==> src/rtl/wide_integer_alu_128_unit_macros.svh <==
// Assertion macros used by the wide integer ALU controller.
`ifndef WIDE_INTEGER_ALU_128_UNIT_MACROS_SVH
`define WIDE_INTEGER_ALU_128_UNIT_MACROS_SVH

// Same-cycle implication, disabled while reset is active.
`define WIA_ASSERT_IMPL(label, clk, rstn, ante, cons, msg) \
    label: assert property (@(posedge clk) disable iff (!(rstn)) (ante) |-> (cons)) \
        else $error(msg);

// Next-cycle implication, disabled while reset is active.
`define WIA_ASSERT_NEXT(label, clk, rstn, ante, cons, msg) \
    label: assert property (@(posedge clk) disable iff (!(rstn)) (ante) |=> (cons)) \
        else $error(msg);

`endif

==> src/rtl/wia_pkg.sv <==
// Types and constants shared by the wide integer ALU modules.
package wia_pkg;

    localparam int WORD_W  = 64;
    localparam int LIMB_W  = 32;
    localparam int STEP_W  = 8;
    localparam int SHIFT_W = 7;

    typedef enum logic [3:0] {
        CMD_ADD = 4'd0,
        CMD_SUB = 4'd1,
        CMD_MUL = 4'd2,
        CMD_DIV = 4'd3,
        CMD_AND = 4'd4,
        CMD_OR  = 4'd5,
        CMD_XOR = 4'd6,
        CMD_NOT = 4'd7,
        CMD_SHL = 4'd8,
        CMD_SHR = 4'd9,
        CMD_INC = 4'd10,
        CMD_CMP = 4'd11
    } cmd_t;

    localparam logic [1:0] ORD_EQ = 2'd0;
    localparam logic [1:0] ORD_LT = 2'd1;
    localparam logic [1:0] ORD_GT = 2'd2;

    typedef enum logic [2:0] {
        S_IDLE,
        S_DECODE,
        S_MUL,
        S_DIV,
        S_OUT
    } state_t;

    typedef struct packed {
        logic              load;
        logic              calc;
        logic              mul_step;
        logic              div_step;
        logic [STEP_W-1:0] step;
    } ctrl_cmd_t;

    typedef struct packed {
        cmd_t cmd;
        logic b_zero;
    } dp_status_t;

endpackage

==> src/rtl/wia_controller.sv <==
// Controller state machine that sequences the wide integer ALU datapath.
`include "wide_integer_alu_128_unit_macros.svh"
module wia_controller import wia_pkg::*; #(
    parameter int WORD_COUNT = 2
) (
    input  logic       aclk,
    input  logic       aresetn,
    input  logic       s_tvalid,
    output logic       s_tready,
    output logic       m_tvalid,
    input  logic       m_tready,
    input  dp_status_t status,
    output ctrl_cmd_t  ctrl
);
    localparam int MUL_LAST = 4 * WORD_COUNT * WORD_COUNT;
    localparam int DIV_LAST = WORD_W * WORD_COUNT - 1;

    state_t            state_reg, state_next;
    logic [STEP_W-1:0] step_reg, step_next;

    always_comb begin
        state_next = state_reg;
        step_next  = '0;
        unique case (state_reg)
            S_IDLE: begin
                if (s_tvalid) begin
                    state_next = S_DECODE;
                end
            end
            S_DECODE: begin
                if (status.cmd == CMD_MUL) begin
                    state_next = S_MUL;
                end else if (status.cmd == CMD_DIV && !status.b_zero) begin
                    state_next = S_DIV;
                end else begin
                    state_next = S_OUT;
                end
            end
            S_MUL: begin
                if (step_reg == STEP_W'(MUL_LAST)) begin
                    state_next = S_OUT;
                end else begin
                    step_next = step_reg + 1'b1;
                end
            end
            S_DIV: begin
                if (step_reg == STEP_W'(DIV_LAST)) begin
                    state_next = S_OUT;
                end else begin
                    step_next = step_reg + 1'b1;
                end
            end
            S_OUT: begin
                if (m_tready) begin
                    state_next = S_IDLE;
                end
            end
            default: state_next = S_IDLE;
        endcase
    end

    always_comb begin
        s_tready      = 1'b0;
        m_tvalid      = 1'b0;
        ctrl.load     = 1'b0;
        ctrl.calc     = 1'b0;
        ctrl.mul_step = 1'b0;
        ctrl.div_step = 1'b0;
        ctrl.step     = step_reg;
        unique case (state_reg)
            S_IDLE: begin
                s_tready  = 1'b1;
                ctrl.load = s_tvalid;
            end
            S_DECODE: begin
                ctrl.calc = !(status.cmd == CMD_MUL ||
                              (status.cmd == CMD_DIV && !status.b_zero));
            end
            S_MUL:   ctrl.mul_step = 1'b1;
            S_DIV:   ctrl.div_step = 1'b1;
            S_OUT:   m_tvalid = 1'b1;
            default: ;
        endcase
    end

    always_ff @(posedge aclk) begin
        if (!aresetn) begin
            state_reg <= S_IDLE;
            step_reg  <= '0;
        end else begin
            state_reg <= state_next;
            step_reg  <= step_next;
        end
    end

    `WIA_ASSERT_NEXT(a_accept_leaves_idle, aclk, aresetn, s_tvalid && s_tready, state_reg == S_DECODE, "accepted transaction did not start decode")
    `WIA_ASSERT_NEXT(a_div_ends_in_out, aclk, aresetn, state_reg == S_DIV && step_reg == STEP_W'(DIV_LAST), m_tvalid, "division did not finish with a result")
    `WIA_ASSERT_IMPL(a_mul_step_bound, aclk, aresetn, state_reg == S_MUL, step_reg <= STEP_W'(MUL_LAST), "multiply step counter overran")
    `WIA_ASSERT_NEXT(a_out_fire_idle, aclk, aresetn, m_tvalid && m_tready, s_tready, "controller did not return to idle after result transaction")

endmodule

==> config.mk <==
export PLATFORM = sky130hd
export DESIGN_NAME = wia_controller
export DESIGN_NICKNAME = d
export VERILOG_FILES = /design/src/rtl/wia_pkg.sv /design/src/rtl/wia_controller.sv
export VERILOG_INCLUDE_DIRS = /design/src /design/src/rtl
export SDC_FILE = /design/constraint.sdc
export NUM_CORES = 1
export LEC_CHECK = 0
export ABC_AREA = 0
export BUFFER_PORTS_ARGS = -buffer_cell sky130_fd_sc_hd__buf_2
export CORE_MARGIN = 2
export CORE_UTILIZATION = 45
export CTS_CLUSTER_SIZE = 28
export DETAILED_ROUTE_END_ITERATION = 12
export HOLD_SLACK_MARGIN = 0.15
export PLACE_DENSITY = 0.75
export SLEW_MARGIN = 25
export SYNTH_ARGS = -nofsm -noshare
export SYNTH_HDL_FRONTEND = slang
export SYNTH_SLANG_ARGS = --single-unit
==> constraint.sdc <==
create_clock -name aclk -period 1.87 [get_ports aclk]
set_input_delay 0.0935 -clock aclk [delete_from_list [all_inputs] [get_ports aclk]]
set_output_delay 0.0935 -clock aclk [all_outputs]
set_load 0.05 [all_outputs]
==> results of run 1 <==
-- metal layers --
| layer | wire, microns | share of wire (%) |
|---|---|---|
| met1 | 566 | 46 |
| met2 | 573 | 47 |
| met5 | 0 | 0 |
| met3 | 76 | 6.2 |
| met4 | 14 | 1.1 |
-- power breakdown --
group          internal [mW]  switching (mW)  total [mW]
logic                 0.0396          0.0784       0.118
registers              0.240          0.0131       0.253
clock network         0.0825          0.0780       0.160
total                  0.362           0.169       0.532
-- logic make-up after synthesis --
kind of cell | Yosys count | share of synthesized area [%]
flip-flops | 11 | 37.7
adder cells (fa/ha/maj) | 2 | 4.28
AO/OA/AOI/OAI | 7 | 6.85
XOR/XNOR | 5 | 7.50
buffers and inverters | 5 | 3.21
multiplexers | 1 | 1.71
AND/OR/NAND/NOR | 38 | 38.8
-- per-stage QoR --
stage	power (mW)	area [sq um]
finish	0.532	758
floorplan	0.347	598
detailed placement	0.375	722
CTS	0.538	758
global placement	0.374	722
global route	0.559	758
-- synthesized netlist by cell type, types with 2 or more instances --
master | number | share of area [%]
nor4_1 | 2 | 2.1
ha_1 | 2 | 4.3
and2_1 | 2 | 2.1
xnor2_1 | 3 | 4.5
o21ai_0 | 2 | 1.7
nand2_1 | 5 | 3.2
inv_1 | 3 | 1.9
nor2_1 | 12 | 7.7
a21oi_1 | 3 | 2.6
and3_1 | 2 | 2.1
xor2_1 | 2 | 3.0
nand3_1 | 3 | 2.6
dfxtp_1 | 11 | 38
nand3_2 | 2 | 3.4
-- cell type report --
class                      instances  area (sq um)  area share (%)
clock buffer                       4          26.3            3.47
inverter                           4          15.0            1.98
multi-input combinational         53           357            47.0
sequential                        11           223            29.4
tap                               14          17.5            2.31
timing repair buffer              23           120            15.8
-- worst max path at each step --
stage / startpoint / endpoint / slack (ps) / depth (start not counted)
detailed placement: step_reg[0]$_SDFF_PN0_ / state_reg[0]$_SDFFE_PN0P_ / 300 / 5
CTS: step_reg[0]$_SDFF_PN0_ / state_reg[0]$_SDFFE_PN0P_ / 290 / 5
global placement: step_reg[0]$_SDFF_PN0_ / state_reg[0]$_SDFFE_PN0P_ / 340 / 5
finish: step_reg[0]$_SDFF_PN0_ / state_reg[0]$_SDFFE_PN0P_ / 300 / 5
floorplan: step_reg[3]$_SDFF_PN0_ / state_reg[0]$_SDFFE_PN0P_ / 120 / 4
global route: step_reg[0]$_SDFF_PN0_ / state_reg[0]$_SDFFE_PN0P_ / 200 / 5
-- critical path, delay by kind of cell, from the launching register on --
kind            cells  cell delay (ps)
compound gates      1               90
fa+ha+maj           1              200
flops               1              360
simple gates        3              810
==> results.cfg, run 1 <==
[floorplan]
die_w_microns = 40.0
initial_core_util_pct = 50.5
io_pins = 23
die_area_sq_mm = 0.00160
rows = 12
fp.coreArea_sq_mm = 0.00116
die_h_microns = 40.0

[setup_path]
cp_slowest_stage_delay_ps = 530
rrSetupSlack_ps = 300
cp_max_fo = 9
critical_path_class = register to register
r2r.worst_path.cells = 5
reg2reg_to = state_reg[0]$_SDFFE_PN0P_
crit-reg2reg-launch = step_reg[0]$_SDFF_PN0_
cpMaxStageDelayCell = or4_4
start_kind = register
arrival_ps = 1730
endpoint_kind = register
crit_chain = ha_1 -> nand3_2 -> or4_4 -> nand4_4 -> o22ai_1
crit_required_ps = 2020

[clock_network]
clock_sinks = 11
path_clk_slew_ps = 70
hold_buffers = 1
root_buffer = clkbuf_4
clkLatencyLatePin_ps = 260
cts_buffer_depth = 2
htree_num_levels = 1
cts_buffers = 3
cts_resized = 0
post_cts_buffers = 0
cts_tree = yes

[global_routing]
global_route.usage.met1_pct = 20.7
grtUsageMet3_pct = 8.33
grt_max_degree = 10
first_global_vias = 476
busiest_layer = met2
grt_pass1_wl_microns = 1920
track_usage_pct = 18.7
use_met2_pct = 31.9
grt-ovfl-total = 0
antenna_found_initial = 0

[outcome]
outcome = finished, final reports clean

[final_layout]
antennaDiodeCount = 0
stdcell_count = 109
final_nets = 107
n_fill_cell = 100
mostFrequentLayoutCells = buf_2 (22), nor2_1 (12), dfxtp_1 (9), nand2_1 (5)
syn_to_final_growth_pct = 29.8
largest_reg_flops = 8
post-route-util_pct = 65.6
drive_above_1_share_pct = 36.8
mostFrequentLayoutCell = buf_2

[sta]
max_clock_freq_mhz = 637
fin_worst_skew_ps = 2.72
post-route-period-util_pct = 84.0
tns_ps = 0
slew-limit-headroom_pct = 77.8
worst_pin_slew_ps = 333
rsz0062_at_grt = false
setup_viol = 0
fin_ws_ps = 300
min_period_ps = 1570
final_max_slew_viol_count = 0
holdWs_ps = 209
hold_violations = 0

[worst_hold_path]
hold_path_end = state_reg[0]$_SDFFE_PN0P_
hp-class = input port to register
worstHoldStart = status[0]
hold-path-cell-count = 4

[placement]
dpl.hpwl_microns = 945
dp.cells = 104
numPortBuffers = 22
place_ws_ps = 302
routabilityCongestion = 0.823

[synth]
synth_edf_count = 0
ys_ff_latch = 11
ys_seq_area_share_pct = 37.7
ys_types = 29
async_flop_share_pct = 0
avgSynthCellArea_sq_um = 8.47
synth_flop_cell = dfxtp_1
syn_area_sq_um = 584
syn_inst = 69
synth_nets = 80
yosys_warnings = 0

[route]
wl_per_cell_microns = 11.3
via_per_inst = 5.09
drc = 0
drt_iter0_drc = 2
via_count = 555
antenna_left = 0
totalWireLength_microns = 1230
drt-pass1-iter-count = 2

[power_and_ir_drop]
peakVddDrop_mv = 0.404
p_leak_nw = 0.316
power_density_mw_per_mm2 = 701

[flow_run]
maxCapViolations = 0
(Power assumes the default switching activity.)
==> run 2, diff against run 1 <==
==> constraint.sdc (replaced) <==
create_clock -name aclk -period 1.54 [get_ports aclk]
set_input_delay 0.077 -clock aclk [delete_from_list [all_inputs] [get_ports aclk]]
set_output_delay 0.077 -clock aclk [all_outputs]
set_load 0.05 [all_outputs]
==> results.cfg, run 2 (synthesized netlist as in run 1, its figures left out) <==
[power_and_ir_drop]
design_power_total_uw = 659
p_clk_share_pct = 29.2
p_leak_nw = 0.333
peakVddDrop_mv = 0.465
p_comb_share_pct = 25.2
p_seq_share_pct = 45.7
p_sw_uw = 214
power_density_mw_per_mm2 = 810
p_int_uw = 445
swShare_pct = 32.5

[setup_path]
crit_chain = ha_4 -> nand3_2 -> or4_4 -> nand4_4 -> o22ai_1
cp_top_family = simple AND/OR/NAND/NOR gates
crit_required_ps = 1700
cp_max_fo = 9
endpoint_kind = register
cpMaxStageDelayCell = or4_4
critical_path_class = register to register
path_buf_inv = 0
cp_slowest_stage_delay_ps = 460
arrival_ps = 1570
start_kind = register

[final_layout]
stdcell_area_sq_um = 813
n_fill_cell = 102
drive_above_1_share_pct = 45.4
multi_input_area_sq_um = 384
syn_to_final_growth_pct = 39.2
mostFrequentLayoutCells = buf_2 (22), nor2_1 (12), nand2_1 (5), dfxtp_2 (5), dfxtp_1 (4)
regArea_sq_um = 234
final_nets = 109
largest_reg_flops = 8
post-route-util_pct = 70.3
mostFrequentLayoutCell = buf_2
antennaDiodeCount = 0

[floorplan]
fp.coreArea_sq_mm = 0.00116
die_area_sq_mm = 0.00160
die_h_microns = 40.0
io_pins = 23
initial_core_util_pct = 50.5
die_w_microns = 40.0
rows = 12

[route]
totalWireLength_microns = 1230
drt-pass1-iter-count = 4
drc = 0
via_count = 552
drt_iter0_drc = 6
via_per_inst = 4.97
antenna_left = 0
wl_per_cell_microns = 11.1

[global_routing]
grt_max_degree = 10
antenna_found_initial = 0
track_usage_pct = 19.6
grt_pass1_wl_microns = 2010
grt-ovfl-total = 0
first_global_vias = 521

[sta]
final_max_slew_viol_count = 0
max_clock_freq_mhz = 709
min_period_ps = 1410
fin_worst_skew_ps = 8.30
setup_viol = 0
post-route-period-util_pct = 91.6
slew-limit-headroom_pct = 73.4
rsz0062_at_grt = false
tns_ps = 0
hold_violations = 0
fin_ws_ps = 129
worst_pin_slew_ps = 399

[clock_network]
cts_tree = yes
clkLatencyLatePin_ps = 270
htree_num_levels = 1
cts_buffer_depth = 2
cts_buffers = 3
root_buffer = clkbuf_4
path_clk_slew_ps = 70
clock_sinks = 11

[placement]
numPortBuffers = 22
place_ws_ps = 139
placed_area_sq_um = 776
routabilityCongestion = 0.799
dpl.hpwl_microns = 992

[outcome]
outcome = finished, final reports clean

[worst_hold_path]
hp-class = input port to register

[flow_run]
maxCapViolations = 0
run 2: power groups by stage:
stage	clock (mW)	sequential (mW)	combinational (mW)
after floorplan	0	0.304	0.125
after global placement	0	0.307	0.162
after detailed placement	0	0.308	0.164
after CTS	0.202	0.301	0.166
after global routing	0.214	0.303	0.179
final	0.192	0.301	0.166
run 2: tightest hold or removal path, stage by stage:
cell     delay [ps]
buf_2            90
nor3b_1          40
o21ai_0         150
o22ai_1          60
run 2: area by class of cell:
type / instances / share of cell area, %
Clock inverter: 1 / 0.615
Sequential cell: 11 / 28.8
Inverter: 4 / 1.85
Timing Repair Buffer: 25 / 16.6
Clock buffer: 3 / 2.77
Multi-Input combinational cell: 53 / 47.2
Tap cell: 14 / 2.15
run 2: what timing repair did:
action | CTS | global route
hold endpoints to repair | 4 | 0
hold buffers | 1 | 0
setup buffers | 0 | 0
gates resized for setup | 0 | 0
run 2: final timing paths:
kind | from | to | slack, ps | cells after the start
hold / removal | status[0] | state_reg[0]$_SDFFE_PN0P_ | 200 | 4
hold reg to reg | step_reg[0]$_SDFF_PN0_ | step_reg[0]$_SDFF_PN0_ | 450 | 1
setup reg to reg | step_reg[0]$_SDFF_PN0_ | state_reg[0]$_SDFFE_PN0P_ | 130 | 5
setup / recovery | step_reg[0]$_SDFF_PN0_ | state_reg[0]$_SDFFE_PN0P_ | 130 | 5
run 2: layer usage:
metal	wire [microns]	vias up	share of wire, %	GRT usage [%]
met3	75	0	6.1	10.0
li1	-	297	-	-
met2	535	12	44	30.6
met4	0	0	0	5.17
met5	0	-	0	0
met1	616	243	50	23.3
run 2: stage by stage:
| stage | instances | hold WS (ps) |
|---|---|---|
| 3_3_place_gp | 106 | 381 |
| 4_1_cts | 111 | 180 |
| 2_1_floorplan | 69 | 217 |
| 6_report | 111 | 196 |
| 5_1_grt | 111 | 256 |
| 3_5_place_dp | 106 | 376 |
==> run 3, diff against run 2 <==
--- a/config.mk
+++ b/config.mk
@@ -6,14 +6,13 @@
 export SDC_FILE = /design/constraint.sdc
 export NUM_CORES = 1
 export LEC_CHECK = 0
-export ABC_AREA = 0
 export BUFFER_PORTS_ARGS = -buffer_cell sky130_fd_sc_hd__buf_2
 export CORE_MARGIN = 2
 export CORE_UTILIZATION = 45
 export CTS_CLUSTER_SIZE = 28
 export DETAILED_ROUTE_END_ITERATION = 12
 export HOLD_SLACK_MARGIN = 0.15
-export PLACE_DENSITY = 0.75
+export PLACE_DENSITY_LB_ADDON = 0.1
 export SLEW_MARGIN = 25
 export SYNTH_ARGS = -nofsm -noshare
 export SYNTH_HDL_FRONTEND = slang
==> results.cfg, run 3 (synthesized netlist as in run 1, its figures left out) <==
[outcome]
outcome = finished, final reports clean

[global_routing]
track_usage_pct = 18.6
first_global_vias = 450
grt-ovfl-total = 0
grt_max_degree = 10
grt_pass1_wl_microns = 1950
antenna_found_initial = 0

[sta]
hold_violations = 0
fin_worst_skew_ps = 3.23
post-route-period-util_pct = 91.9
min_period_ps = 1420
rsz0062_at_grt = false
final_max_slew_viol_count = 0
setup_viol = 0
tns_ps = 0
fin_ws_ps = 124
slew-limit-headroom_pct = 70.6
max_clock_freq_mhz = 706
worst_pin_slew_ps = 440

[route]
dr_wl_met3_microns = 77
via_count = 547
drt-pass1-iter-count = 4
wl_per_cell_microns = 11.0
antenna_left = 0
m1WireLength_microns = 642
via_per_inst = 4.93
totalWireLength_microns = 1220
drc = 0
met2_length_microns = 503
drt_iter0_drc = 12
routed.top_layer = met3

[clock_network]
clock_sinks = 11
cts_tree = yes
htree_num_levels = 1
post_cts_buffers = 0
root_buffer = clkbuf_4
path_clk_slew_ps = 70
clkLatencyLatePin_ps = 270
cts_buffers = 3
cts_buffer_depth = 2

[setup_path]
cp_slowest_stage_delay_ps = 460
cp_max_fo = 9
cp_top_family = simple AND/OR/NAND/NOR gates
endpoint_kind = register
r2r.worst_path.cells = 5
start_kind = register
crit_required_ps = 1700
path_buf_inv = 0
cp-startpoint = step_reg[0]$_SDFF_PN0_
crit-reg2reg-launch = step_reg[0]$_SDFF_PN0_
arrival_ps = 1580
cpMaxStageDelayCell = or4_4
crit_chain = ha_4 -> nand3_2 -> or4_4 -> nand4_4 -> o22ai_1
reg2reg_to = state_reg[0]$_SDFFE_PN0P_
critical_path_class = register to register
cp_num_cells = 5
rrSetupSlack_ps = 120

[final_layout]
mostFrequentLayoutCells = buf_2 (22), nor2_1 (12), nand2_1 (5), dfxtp_2 (5), dfxtp_1 (4)
antennaDiodeCount = 0
final_nets = 109
syn_to_final_growth_pct = 39.2
drive_above_1_share_pct = 45.4
n_fill_cell = 88
largest_reg_flops = 8
stdcell_area_sq_um = 813
mostFrequentLayoutCell = buf_2
stdcell_count = 111

[power_and_ir_drop]
power_density_mw_per_mm2 = 817
p_seq_share_pct = 45.4
p_clk_share_pct = 29.6
p_comb_share_pct = 25.0
p_leak_nw = 0.333
design_power_total_uw = 664
p_sw_uw = 220
swShare_pct = 33.1
p_int_uw = 445
peakVddDrop_mv = 0.615

[placement]
place_ws_ps = 124
routabilityCongestion = 0.771
numPortBuffers = 22
dpl.hpwl_microns = 941
dp.cells = 106
placed_area_sq_um = 776

[floorplan]
die_w_microns = 40.0
die_area_sq_mm = 0.00160
initial_core_util_pct = 50.5
fp.coreArea_sq_mm = 0.00116
io_pins = 23
die_h_microns = 40.0
rows = 12

[worst_hold_path]
worstHoldStart = status[0]
hold_path_end = state_reg[0]$_SDFFE_PN0P_
hold-path-cell-count = 4
hp-class = input port to register

[flow_run]
maxCapViolations = 0
==> run 3: layout make-up <==
| cell class | count | area (sq um) | share of cell area (%) |
|---|---|---|---|
| multi-input combinational | 53 | 384 | 47.2 |
| inverter | 4 | 15.0 | 1.85 |
| clock buffer | 3 | 22.5 | 2.77 |
| tap | 14 | 17.5 | 2.15 |
| timing repair buffer | 25 | 135 | 16.6 |
| sequential | 11 | 234 | 28.8 |
| clock inverter | 1 | 5.00 | 0.615 |
==> run 3: worst max path at each step <==
stage / to / slack [ps]
floorplan: ctrl[11] / 2
global placement: state_reg[0]$_SDFFE_PN0P_ / 160
detailed placement: state_reg[0]$_SDFFE_PN0P_ / 120
CTS: state_reg[0]$_SDFFE_PN0P_ / 110
global route: m_tvalid / 20
finish: state_reg[0]$_SDFFE_PN0P_ / 120
==> run 3: timing repair <==
| item | in CTS | in global routing |
|---|---|---|
| hold endpoints to repair | 3 | 0 |
| gates resized for setup | 0 | 0 |
| hold buffers | 1 | 0 |
==> run 3: power groups by stage <==
stage / logic [mW] / clock network [mW] / registers [mW]
4_1_cts: 0.166 / 0.202 / 0.301
3_5_place_dp: 0.164 / 0 / 0.308
5_1_grt: 0.179 / 0.222 / 0.302
3_3_place_gp: 0.163 / 0 / 0.307
6_report: 0.166 / 0.197 / 0.302
2_1_floorplan: 0.125 / 0 / 0.304
==> run 3: per-layer routing <==
metal / up-vias / global-route usage [%]
li1: 298 / -
met4: 0 / 2.59
met3: 0 / 10.0
met5: - / 0
met1: 231 / 27.2
met2: 18 / 23.8
==> run 3: worst reg2reg max path, cell delays in order, from the launching register on <==
cell	delay [ps]
dfxtp_4	380
ha_4	140
nand3_2	100
or4_4	460
nand4_4	140
o22ai_1	90
==> run 3: through the flow <==
step	hold slack [ps]	util, %
after floorplan	217	-
after global placement	378	67.1
after detailed placement	369	67.1
after CTS	176	70.3
after global routing	197	70.3
final	176	70.3
